### src/hdl/dteq_pkg.sv
package dteq_pkg;

    localparam int DELAY_W = 32;
    localparam int TIME_W  = 48;
    localparam int ENTRY_W = 5;

    typedef logic [DELAY_W-1:0] delay_t;
    typedef logic [TIME_W-1:0]  sim_time_t;
    typedef logic [ENTRY_W-1:0] entry_cnt_t;

    // Item opcodes
    localparam logic OP_ENQUEUE = 1'b0;
    localparam logic OP_ADVANCE = 1'b1;

    // Cell commands, broadcast to the whole chain
    localparam logic [1:0] CELL_HOLD   = 2'd0;
    localparam logic [1:0] CELL_INSERT = 2'd1;
    localparam logic [1:0] CELL_SHIFT  = 2'd2;

    typedef struct packed {
        logic [1:0] op;
        delay_t     data;
    } cell_cmd_t;

endpackage

### src/hdl/dteq_req_if.sv
interface dteq_req_if;
    import dteq_pkg::*;

    logic   valid;
    logic   ready;
    logic   op;
    delay_t delay;

    modport source (output valid, output op, output delay, input ready);
    modport sink (input valid, input op, input delay, output ready);
endinterface

### src/hdl/dteq_rsp_if.sv
interface dteq_rsp_if;
    import dteq_pkg::*;

    logic       valid;
    logic       ready;
    sim_time_t  time_now;
    delay_t     shift_taken;
    entry_cnt_t entries;
    logic       overflow;

    modport source (output valid, output time_now, output shift_taken,
                    output entries, output overflow, input ready);
    modport sink (input valid, input time_now, input shift_taken,
                  input entries, input overflow, output ready);
endinterface

### src/hdl/dteq_cell.sv
module dteq_cell (
    input  logic               clk,
    input  dteq_pkg::cell_cmd_t cmd,
    input  logic               valid,
    input  logic               left_gt,
    input  dteq_pkg::delay_t   left_val,
    input  dteq_pkg::delay_t   right_val,
    output logic               gt,
    output dteq_pkg::delay_t   val
);
    import dteq_pkg::*;

    delay_t val_reg;
    delay_t val_next;

    // An empty cell counts as larger than any delay
    assign gt  = !valid || (val_reg > cmd.data);
    assign val = val_reg;

    // Pick the next value: shift right on insert, shift left on advance
    always_comb
    begin
        val_next = val_reg;
        case (cmd.op)
            CELL_INSERT:
            begin
                if (left_gt)
                    val_next = left_val;
                else if (gt)
                    val_next = cmd.data;
            end
            CELL_SHIFT:
                val_next = right_val - cmd.data;
            default:
                val_next = val_reg;
        endcase
    end

    always_ff @(posedge clk)
    begin
        val_reg <= val_next;
    end

endmodule

### src/hdl/delta_time_event_queue.sv
// Channel  Dir  Payload                                      Handshake
// req      in   op, delay                                    valid/ready
// rsp      out  time_now, shift_taken, entries, overflow     valid/ready
//
// An enqueue: the chain of cells opens a slot and inserts in place.
// An advance pops the head and rebases the rest, then drops each entry equal to
// the popped head; each such drop shifts the chain left by one cell.
// Reset clears the count, the clock and the control; cell contents are not reset.
// req is ready when no advance is in progress and the result register is free
// or being drained in the same cycle.
module delta_time_event_queue #(
    parameter int QUEUE_DEPTH = 16
) (
    input  logic        clk,
    input  logic        rst_n,
    dteq_req_if.sink    req,
    dteq_rsp_if.source  rsp
);
    import dteq_pkg::*;

    localparam int CNT_W = $clog2(QUEUE_DEPTH + 1);

    localparam logic ST_IDLE    = 1'b0;
    localparam logic ST_COMPACT = 1'b1;

    logic             state_reg, state_next;
    logic [CNT_W-1:0] count_reg, count_next;
    sim_time_t        time_reg, time_next;
    delay_t           shift_reg, shift_next;

    logic             out_valid_reg, out_valid_next;
    sim_time_t        out_time_reg, out_time_next;
    delay_t           out_shift_reg, out_shift_next;
    entry_cnt_t       out_entries_reg, out_entries_next;
    logic             out_ovf_reg, out_ovf_next;

    cell_cmd_t        cmd;
    logic             accept;
    logic             full;

    logic   cell_gt  [QUEUE_DEPTH];
    delay_t cell_val [QUEUE_DEPTH];

    // Build the chain of cells
    for (genvar i = 0; i < QUEUE_DEPTH; i++)
    begin : g_cell
        logic   lgt;
        delay_t lval;
        delay_t rval;

        if (i == 0)
        begin : g_first
            assign lgt  = 1'b0;
            assign lval = '0;
        end
        else
        begin : g_mid
            assign lgt  = cell_gt[i-1];
            assign lval = cell_val[i-1];
        end

        if (i == QUEUE_DEPTH - 1)
        begin : g_last
            assign rval = '0;
        end
        else
        begin : g_inner
            assign rval = cell_val[i+1];
        end

        dteq_cell u_cell (
            .clk       (clk),
            .cmd       (cmd),
            .valid     (CNT_W'(i) < count_reg),
            .left_gt   (lgt),
            .left_val  (lval),
            .right_val (rval),
            .gt        (cell_gt[i]),
            .val       (cell_val[i])
        );
    end

    assign full       = (count_reg == CNT_W'(QUEUE_DEPTH));
    assign req.ready  = (state_reg == ST_IDLE) && (!out_valid_reg || rsp.ready);
    assign accept     = req.valid && req.ready;

    // Sequence the chain and load the result register
    always_comb
    begin
        state_next       = state_reg;
        count_next       = count_reg;
        time_next        = time_reg;
        shift_next       = shift_reg;
        cmd.op           = CELL_HOLD;
        cmd.data         = req.delay;
        out_valid_next   = out_valid_reg && !rsp.ready;
        out_time_next    = out_time_reg;
        out_shift_next   = out_shift_reg;
        out_entries_next = out_entries_reg;
        out_ovf_next     = out_ovf_reg;

        case (state_reg)
            ST_IDLE:
            begin
                if (accept)
                begin
                    if (req.op == OP_ENQUEUE)
                    begin
                        if (!full)
                        begin
                            cmd.op     = CELL_INSERT;
                            count_next = count_reg + CNT_W'(1);
                        end
                        out_valid_next   = 1'b1;
                        out_time_next    = time_reg;
                        out_shift_next   = '0;
                        out_entries_next = ENTRY_W'(count_next);
                        out_ovf_next     = full;
                    end
                    else
                    begin
                        shift_next = '0;
                        if (count_reg != '0)
                        begin
                            // Pop the head and rebase every remaining entry
                            cmd.op     = CELL_SHIFT;
                            cmd.data   = cell_val[0];
                            count_next = count_reg - CNT_W'(1);
                            time_next  = time_reg + TIME_W'(cell_val[0]);
                            shift_next = cell_val[0];
                        end
                        state_next = ST_COMPACT;
                    end
                end
            end
            ST_COMPACT:
            begin
                if ((count_reg != '0) && (cell_val[0] == '0))
                begin
                    // Drop an entry that reached zero
                    cmd.op     = CELL_SHIFT;
                    cmd.data   = '0;
                    count_next = count_reg - CNT_W'(1);
                end
                else
                begin
                    out_valid_next   = 1'b1;
                    out_time_next    = time_reg;
                    out_shift_next   = shift_reg;
                    out_entries_next = ENTRY_W'(count_reg);
                    out_ovf_next     = 1'b0;
                    state_next       = ST_IDLE;
                end
            end
            default:
                state_next = ST_IDLE;
        endcase
    end

    // Control state
    always_ff @(posedge clk or negedge rst_n)
    begin
        if (!rst_n)
        begin
            state_reg     <= ST_IDLE;
            count_reg     <= '0;
            time_reg      <= '0;
            out_valid_reg <= 1'b0;
        end
        else
        begin
            state_reg     <= state_next;
            count_reg     <= count_next;
            time_reg      <= time_next;
            out_valid_reg <= out_valid_next;
        end
    end

    // Payload registers
    always_ff @(posedge clk)
    begin
        shift_reg       <= shift_next;
        out_time_reg    <= out_time_next;
        out_shift_reg   <= out_shift_next;
        out_entries_reg <= out_entries_next;
        out_ovf_reg     <= out_ovf_next;
    end

    assign rsp.valid       = out_valid_reg;
    assign rsp.time_now    = out_time_reg;
    assign rsp.shift_taken = out_shift_reg;
    assign rsp.entries     = out_entries_reg;
    assign rsp.overflow    = out_ovf_reg;

endmodule

### src/flat_wrapper.sv
// flat-port wrapper written by rule: the top's interface ports become plain ports
module delta_time_event_queue_flat import dteq_pkg::*;
#(
    parameter int QUEUE_DEPTH = 16
)
  (clk, rst_n, req_valid, req_op, req_delay, req_ready, rsp_valid, rsp_time_now, rsp_shift_taken, rsp_entries, rsp_overflow, rsp_ready);
  dteq_req_if req_i ();
  dteq_rsp_if rsp_i ();
  input  logic clk;
  input  logic rst_n;
  input wire logic [$bits(req_i.valid)-1:0] req_valid;
  input wire logic [$bits(req_i.op)-1:0] req_op;
  input wire logic [$bits(req_i.delay)-1:0] req_delay;
  output wire logic [$bits(req_i.ready)-1:0] req_ready;
  output wire logic [$bits(rsp_i.valid)-1:0] rsp_valid;
  output wire logic [$bits(rsp_i.time_now)-1:0] rsp_time_now;
  output wire logic [$bits(rsp_i.shift_taken)-1:0] rsp_shift_taken;
  output wire logic [$bits(rsp_i.entries)-1:0] rsp_entries;
  output wire logic [$bits(rsp_i.overflow)-1:0] rsp_overflow;
  input wire logic [$bits(rsp_i.ready)-1:0] rsp_ready;
  assign req_i.valid = req_valid;
  assign req_i.op = req_op;
  assign req_i.delay = req_delay;
  assign req_ready = req_i.ready;
  assign rsp_valid = rsp_i.valid;
  assign rsp_time_now = rsp_i.time_now;
  assign rsp_shift_taken = rsp_i.shift_taken;
  assign rsp_entries = rsp_i.entries;
  assign rsp_overflow = rsp_i.overflow;
  assign rsp_i.ready = rsp_ready;
  delta_time_event_queue #(.QUEUE_DEPTH(QUEUE_DEPTH)) u_core (.clk(clk), .rst_n(rst_n), .req(req_i), .rsp(rsp_i));
endmodule
### config.mk
export PLATFORM = sky130hd
export DESIGN_NAME = delta_time_event_queue_flat
export DESIGN_NICKNAME = d
export VERILOG_FILES = /design/src/hdl/dteq_pkg.sv /design/src/hdl/dteq_req_if.sv /design/src/hdl/dteq_rsp_if.sv /design/src/hdl/dteq_cell.sv /design/src/hdl/delta_time_event_queue.sv /design/src/flat_wrapper.sv
export SDC_FILE = /design/constraint.sdc
export NUM_CORES = 2
export LEC_CHECK = 0
export BUFFER_PORTS_ARGS = -buffer_cell sky130_fd_sc_hd__buf_2
export CELL_PAD_IN_SITES_DETAIL_PLACEMENT = 1
export CELL_PAD_IN_SITES_GLOBAL_PLACEMENT = 2
export CORE_UTILIZATION = 44
export DETAILED_ROUTE_END_ITERATION = 7
export MAX_ROUTING_LAYER = met4
export PLACE_DENSITY_LB_ADDON = 0.1
export SETUP_SLACK_MARGIN = 0.1
export SLEW_MARGIN = 20
export SYNTH_ARGS = -nofsm -noshare
export SYNTH_HDL_FRONTEND = slang
export SYNTH_SLANG_ARGS = --single-unit
export TNS_END_PERCENT = 5
### constraint.sdc
create_clock -name clk -period 21.7 [get_ports clk]
set_clock_uncertainty 0.1 [all_clocks]
set_input_delay 2.17 -clock clk [delete_from_list [all_inputs] [get_ports clk]]
set_output_delay 2.17 -clock clk [all_outputs]
set_load 0.03 [all_outputs]
# Word level (Yosys, flattened, before mapping)
# Index checks and enable logic that the tools add are counted.
# word_totals
ff_bits,685
out_inout_bits,88
# classes
bitwise,1
mux,84
order_cmp,32
n_reduce_logical,62
n_addsub,19
eq_ne,24
# ops
op,n
two-way mux 32 bit,35
one-hot mux 32 bit (2 select lines),17
> comparator 32 bit,16
subtractor 32 bit,15
two-way mux 48 bit,3
two-way mux 34 bit,3
one-hot mux 48 bit (2 select lines),1
one-hot mux 34 bit (2 select lines),1
adder 48 x 32 -> 48 bit,1
!= test 3 bit (second input constant),14
< comparator 4 x 5 -> 1 bit (first input constant),8
two-way mux 5 bit,8
logical NOT 32 bit,1
AND reduction 2 bit,16
subtractor 1 x 32 -> 32 bit (first input constant),1
< comparator 3 x 5 -> 1 bit (first input constant),4
one-hot mux 5 bit (2 select lines),2
logical NOT 1 bit,18
logical OR 1 bit,17
< comparator 1 x 5 -> 1 bit (first input constant),2
< comparator 2 x 5 -> 1 bit (first input constant),2
two-way mux 1 bit,10
AND reduction 3 bit,3
!= test 2 bit (second input constant),4
14 further kinds,20

# Depth between registers and ports, before layout
# logic_depth
ltp_word,11
ltp_mapped,27
depth_no_buf,20

# By module
# From an unflattened synthesis, not the netlist that was laid out.
# hier_totals
hier_cells,8485
hier_area_um2,72310.6
# modules_own_cells
mod,n_inst,cells_each,area_each_um2
dteq_cell (u_core.g_cell[0].u_cell ...),13,482,3957.5
dteq_cell (u_core.g_cell[7].u_cell ...),3,466,4016.4
delta_time_event_queue,1,821,8813.5

# Least setup slack after synthesis
# Ideal clock, no wire load.
# synth_path
path_type,input port to flip-flop
start,input port rsp_ready
end,"register u_core.g_cell[0].u_cell.val_reg[0], enable pin"
arrival_time_ps,9337
cell_stages,17
slack_ps,11798
cell_sequence,nor2b_1 -> or4_1 -> clkbuf_1 -> clkbuf_1 -> o21ai_1 -> clkinv_1 -> ha_1 -> nor2b_1 -> o21a_1 -> o21a_1 -> o21ai_0 -> a21oi_1 -> a2111oi_0 -> a21oi_1 -> clkbuf_1 -> inv_1 -> o21ai_0
# synth_via
elab_chain_len,9
word_cells_on_any_way,12
# synth_rtl
element,line,rtl
start: declaration,flat_wrapper.sv:20,input wire logic [$bits(rsp_i.ready)-1:0] rsp_ready;
logical OR 1 bit *,delta_time_event_queue.sv:84,assign req.ready = (state_reg == ST_IDLE) && (!out_valid_reg || rsp.ready);
logical AND 1 bit *,delta_time_event_queue.sv:84,
logical AND 1 bit *,delta_time_event_queue.sv:85,assign accept = req.valid && req.ready;
two-way mux 34 bit *,delta_time_event_queue.sv:105,if (accept)
one-hot mux 34 bit (2 select lines) *,delta_time_event_queue.sv:102,case (state_reg)
> comparator 32 bit,dteq_cell.sv:17,assign gt = !valid || (val_reg > cmd.data);
logical OR 1 bit,dteq_cell.sv:17,
!= test 2 bit (no source line),--,
AND reduction 2 bit (no source line) *,--,
end signal: assignment,dteq_cell.sv:41,val_reg <= val_next;
end: declaration,dteq_cell.sv:13,delay_t val_reg;
# Mark *: on every way between the ends. The rest lies on a longest branch, timed or not.
# A chain may end at the register's enable or synchronous reset.

# Worst setup path after layout
# layout_path
start,input port rsp_ready
end,"register u_core.g_cell[3].u_cell.val_reg[20], enable pin"
# layout_via
elab_chain_len,9
word_cells_on_any_way,14
# layout_rtl
element,line
logical OR 1 bit *,delta_time_event_queue.sv:84
logical AND 1 bit *,delta_time_event_queue.sv:84
logical AND 1 bit *,delta_time_event_queue.sv:85
two-way mux 34 bit *,delta_time_event_queue.sv:105
one-hot mux 34 bit (2 select lines) *,delta_time_event_queue.sv:102
> comparator 32 bit,dteq_cell.sv:17
logical OR 1 bit,dteq_cell.sv:17
!= test 3 bit (no source line),--
AND reduction 2 bit (no source line) *,--
end signal: assignment,dteq_cell.sv:41
end: declaration,dteq_cell.sv:13
# Marked as above.

==> metrics <==
global-route usage over all layers=0.409; Max Cap Viol=0; final setup fails=0; most used cell, CP=a21oi_1; WL/cell=32.4 um; slowest stage cell, crit path=nor2b_1; DP Wirelength=207 mm; status=completed; clk root buf=clkbuf_16; drt pass-1 iters=6; met3 WL=~26 mm; relative slew slack=0.164; VDD IR max=approximately 0.064 mV; Filler cells=between 15000 and 20000; crit share post-route=0.439; clock share of power=0.178; Switching Fraction=0.475; fmax=between 0.1 and 0.15 GHz; CP cell instances=buf_2, nor2b_1, nor4_4, nor2_4, buf_12, nand2_1, nand2_1, clkinv_1, buf_4, ha_1, nand2b_1, a21oi_1, a21oi_1, o21ai_0, a21oi_1, o21ai_0, a21o_1, buf_4, a21oi_1, o21ai_2, buf_4; post-synth cell types=94; post-synthesis instance total=about 6600; Setup TNS=0 ns; Syn Nets=slightly above 7000; DRC errors left=0; Die Y=about 370 um; layout overhead on the synthesized area=10.6%; Async SR Flop Fraction=0.0803; Clock Latency Late Sink=between 0.7 and 0.8 ns; WL met2=between 100 and 150 mm; Startpoint Class=input pin; antenna-violating nets left=0; vias in the first global route=54700; worst path buffer plus inverter count=6; final hold viol count=0; Post-Route WL=~280 mm; fin nets=approximately 7300; flops & latches, synth=slightly below 700; Worst Setup End Kind=flip-flop; core area=0.133 mm2; Tot Pwr=roughly 8.8 mW; RSZ-0062 raised after global routing=no; Critical Path RT=22.02 ns; layout cells sized above 1=0.0808; vias=56100; Crit path largest cell delay=~0.64 ns; Metal-1 WL=approximately 110 mm; I/O Pins=about 130; Critical Path Fanout Max=120; CTS clock-pin slew for the worst setup and hold paths=~0.060 ns; Netlist Area Pre-Place=0.0591 mm2; Pleak=26.8 nW; Arrival @ worst endpoint=about 9.8 ns; hold buffers post-CTS=0; full die area=around 0.14 mm2; Bufs on Longest Clock Path=3; Die W=roughly 370 um; final number of max-transition violations=0; max FFs per register=about 510; initial antenna violation count=23; Yosys warning count=0; delay-heaviest family, CP=compound AO/OA/AOI/OAI gates; CTS tree=yes; Mapped Avg Cell Area=8.93 um2; htree depth=3; setup bufs post-CTS=0; Vias/cell=6.56; largest net degree at the start of global routing=~160; first-pass GRT wire length=around 390 mm; standard-cell row count=134; final RePlAce weighted congestion=around 0.97; combinational power share=0.561; starting density of the core=0.443; worst slew pin tran=around 1.2 ns; Port Buffers=approximately 120; Seq pwr share=0.262; total CTS buffers=between 80 and 90; minimum clock period=approximately 9.5 ns; Main synth FF type=edfxtp_1; number of synthesized flops with an enable pin=630; total grt overflow=0; Int Pwr=approximately 4.6 mW; highest routed layer=met4; Gates resized, CTS repair=0; sequential area share after synthesis=0.344; DRT iter0 DRCs=roughly 6100; Fin Hold WS=roughly 0.38 ns; Pwr Density=135 mW/mm2; sw power=approximately 4.2 mW; Crit Path Category=in -> reg; Worst Hold Class=reg -> reg; CTS Sinks=685
-- path summary, 6_finish.rpt --
path                                                 start                                   endpoint  slack, ns  cells past startpoint
max                                              rsp_ready  u_core.g_cell[3].u_cell.val[20]$_DFFE_PP_      12.17                     21
min                        u_core.time_reg[47]$_DFFE_PN0P_            u_core.time_reg[47]$_DFFE_PN0P_       0.38                      1
max reg2reg                u_core.count_reg[0]$_DFFE_PN0P_  u_core.g_cell[3].u_cell.val[20]$_DFFE_PP_      12.40                     24
min reg2reg                u_core.time_reg[47]$_DFFE_PN0P_            u_core.time_reg[47]$_DFFE_PN0P_       0.38                      1
max in group asynchronous                            rst_n            u_core.count_reg[3]$_DFFE_PN0P_      19.46                      2
min in group asynchronous                            rst_n            u_core.time_reg[27]$_DFFE_PN0P_       1.52                      2
-- stage by stage --
stage | instance area, um2 | instances | worst slack [ns] | util
detailed placement | 62200 | 8360 | 11.66 | 0.467
finish | 65300 | 8550 | 12.17 | 0.490
floorplan | 59100 | 6615 | 11.80 | -
global placement | 62200 | 8359 | 11.91 | 0.466
global route | 65300 | 8542 | 11.68 | 0.490
CTS | 65200 | 8523 | 12.42 | 0.489
-- power by group through the flow --
stage	clock network, mW	logic [mW]	registers, mW
after global placement	0	4.70	2.30
after floorplan	0	3.29	2.15
after global routing	1.62	5.30	2.30
final	1.56	4.93	2.30
after detailed placement	0	4.78	2.31
after CTS	1.57	4.81	2.28
-- Yosys cell counts, drive strengths merged, types with 32 or more instances --
cell type  count  area share
nor2         482       0.031
o21ai        557       0.047
dfrtp         55       0.023
a21oi        648       0.055
nor3         117       0.010
buf           63      0.0046
inv          170       0.011
nand4         82      0.0087
o221ai        42      0.0062
mux2          35      0.0067
mux2i        212       0.036
nand3        170       0.014
nor2b        110       0.012
a31oi         82      0.0087
a221oi        32      0.0050
o31ai         41      0.0052
and3          55      0.0058
o211ai        80       0.010
or3           51      0.0054
xor2         186       0.028
a21o         276       0.035
nand2b       104       0.011
clkbuf       223       0.014
a211oi        70      0.0089
xnor2        249       0.037
o21bai        46      0.0058
edfxtp       630        0.32
nand2        648       0.041
ha           549        0.12
and2          76      0.0081
o21a          88       0.011
-- cell type report --
class                      instances  area, um2  share of cell area
antenna                           23       57.6            0.000881
clock inverter                    63        706              0.0108
timing repair buffer             267       1860              0.0284
multi-input combinational       5463      37300               0.570
inverter                         181        684              0.0105
clock buffer                     100       2270              0.0347
tap                             1768       2210              0.0339
sequential                       685      20300               0.311
-- layout by cell type, fill, tap and decap left out, drive strengths merged, types with 42 or more instances in the layout --
| master | n |
|---|---|
| dfrtp | 55 |
| nor2b | 110 |
| o221ai | 42 |
| o21a | 88 |
| nand4 | 82 |
| ha | 549 |
| a31oi | 82 |
| and3 | 55 |
| o21ai | 557 |
| or3 | 51 |
| buf | 267 |
| inv | 179 |
| o21bai | 46 |
| nand2 | 648 |
| a21o | 276 |
| a211oi | 70 |
| a21oi | 648 |
| mux2i | 212 |
| edfxtp | 630 |
| xnor2 | 249 |
| o211ai | 80 |
| nor2 | 482 |
| nor3 | 117 |
| nand2b | 104 |
| nand3 | 170 |
| xor2 | 186 |
| and2 | 76 |
| clkbuf | 100 |
| clkinv | 48 |
-- metal layers --
layer | vias to the layer above | track usage
met5 | - | -
met4 | 0 | 0.227
met3 | 642 | 0.0936
met2 | 2505 | 0.610
met1 | 28000 | 0.512
li1 | 25000 | -
-- cells by family (layout without fill, tap and decap cells) --
kind of cell / Yosys count / after routing / share of synthesized area
compound gates: 2205 / 2205 / 0.234
simple gates: 2011 / 2011 / 0.163
flops: 685 / 685 / 0.344
fa+ha+maj: 565 / 565 / 0.122
buf+inv: 467 / 611 / 0.0303
xor+xnor: 435 / 435 / 0.0645
mux: 247 / 247 / 0.0426
other cells: 0 / 23 / 0
Note: power is estimated with default switching activity, not from simulation.
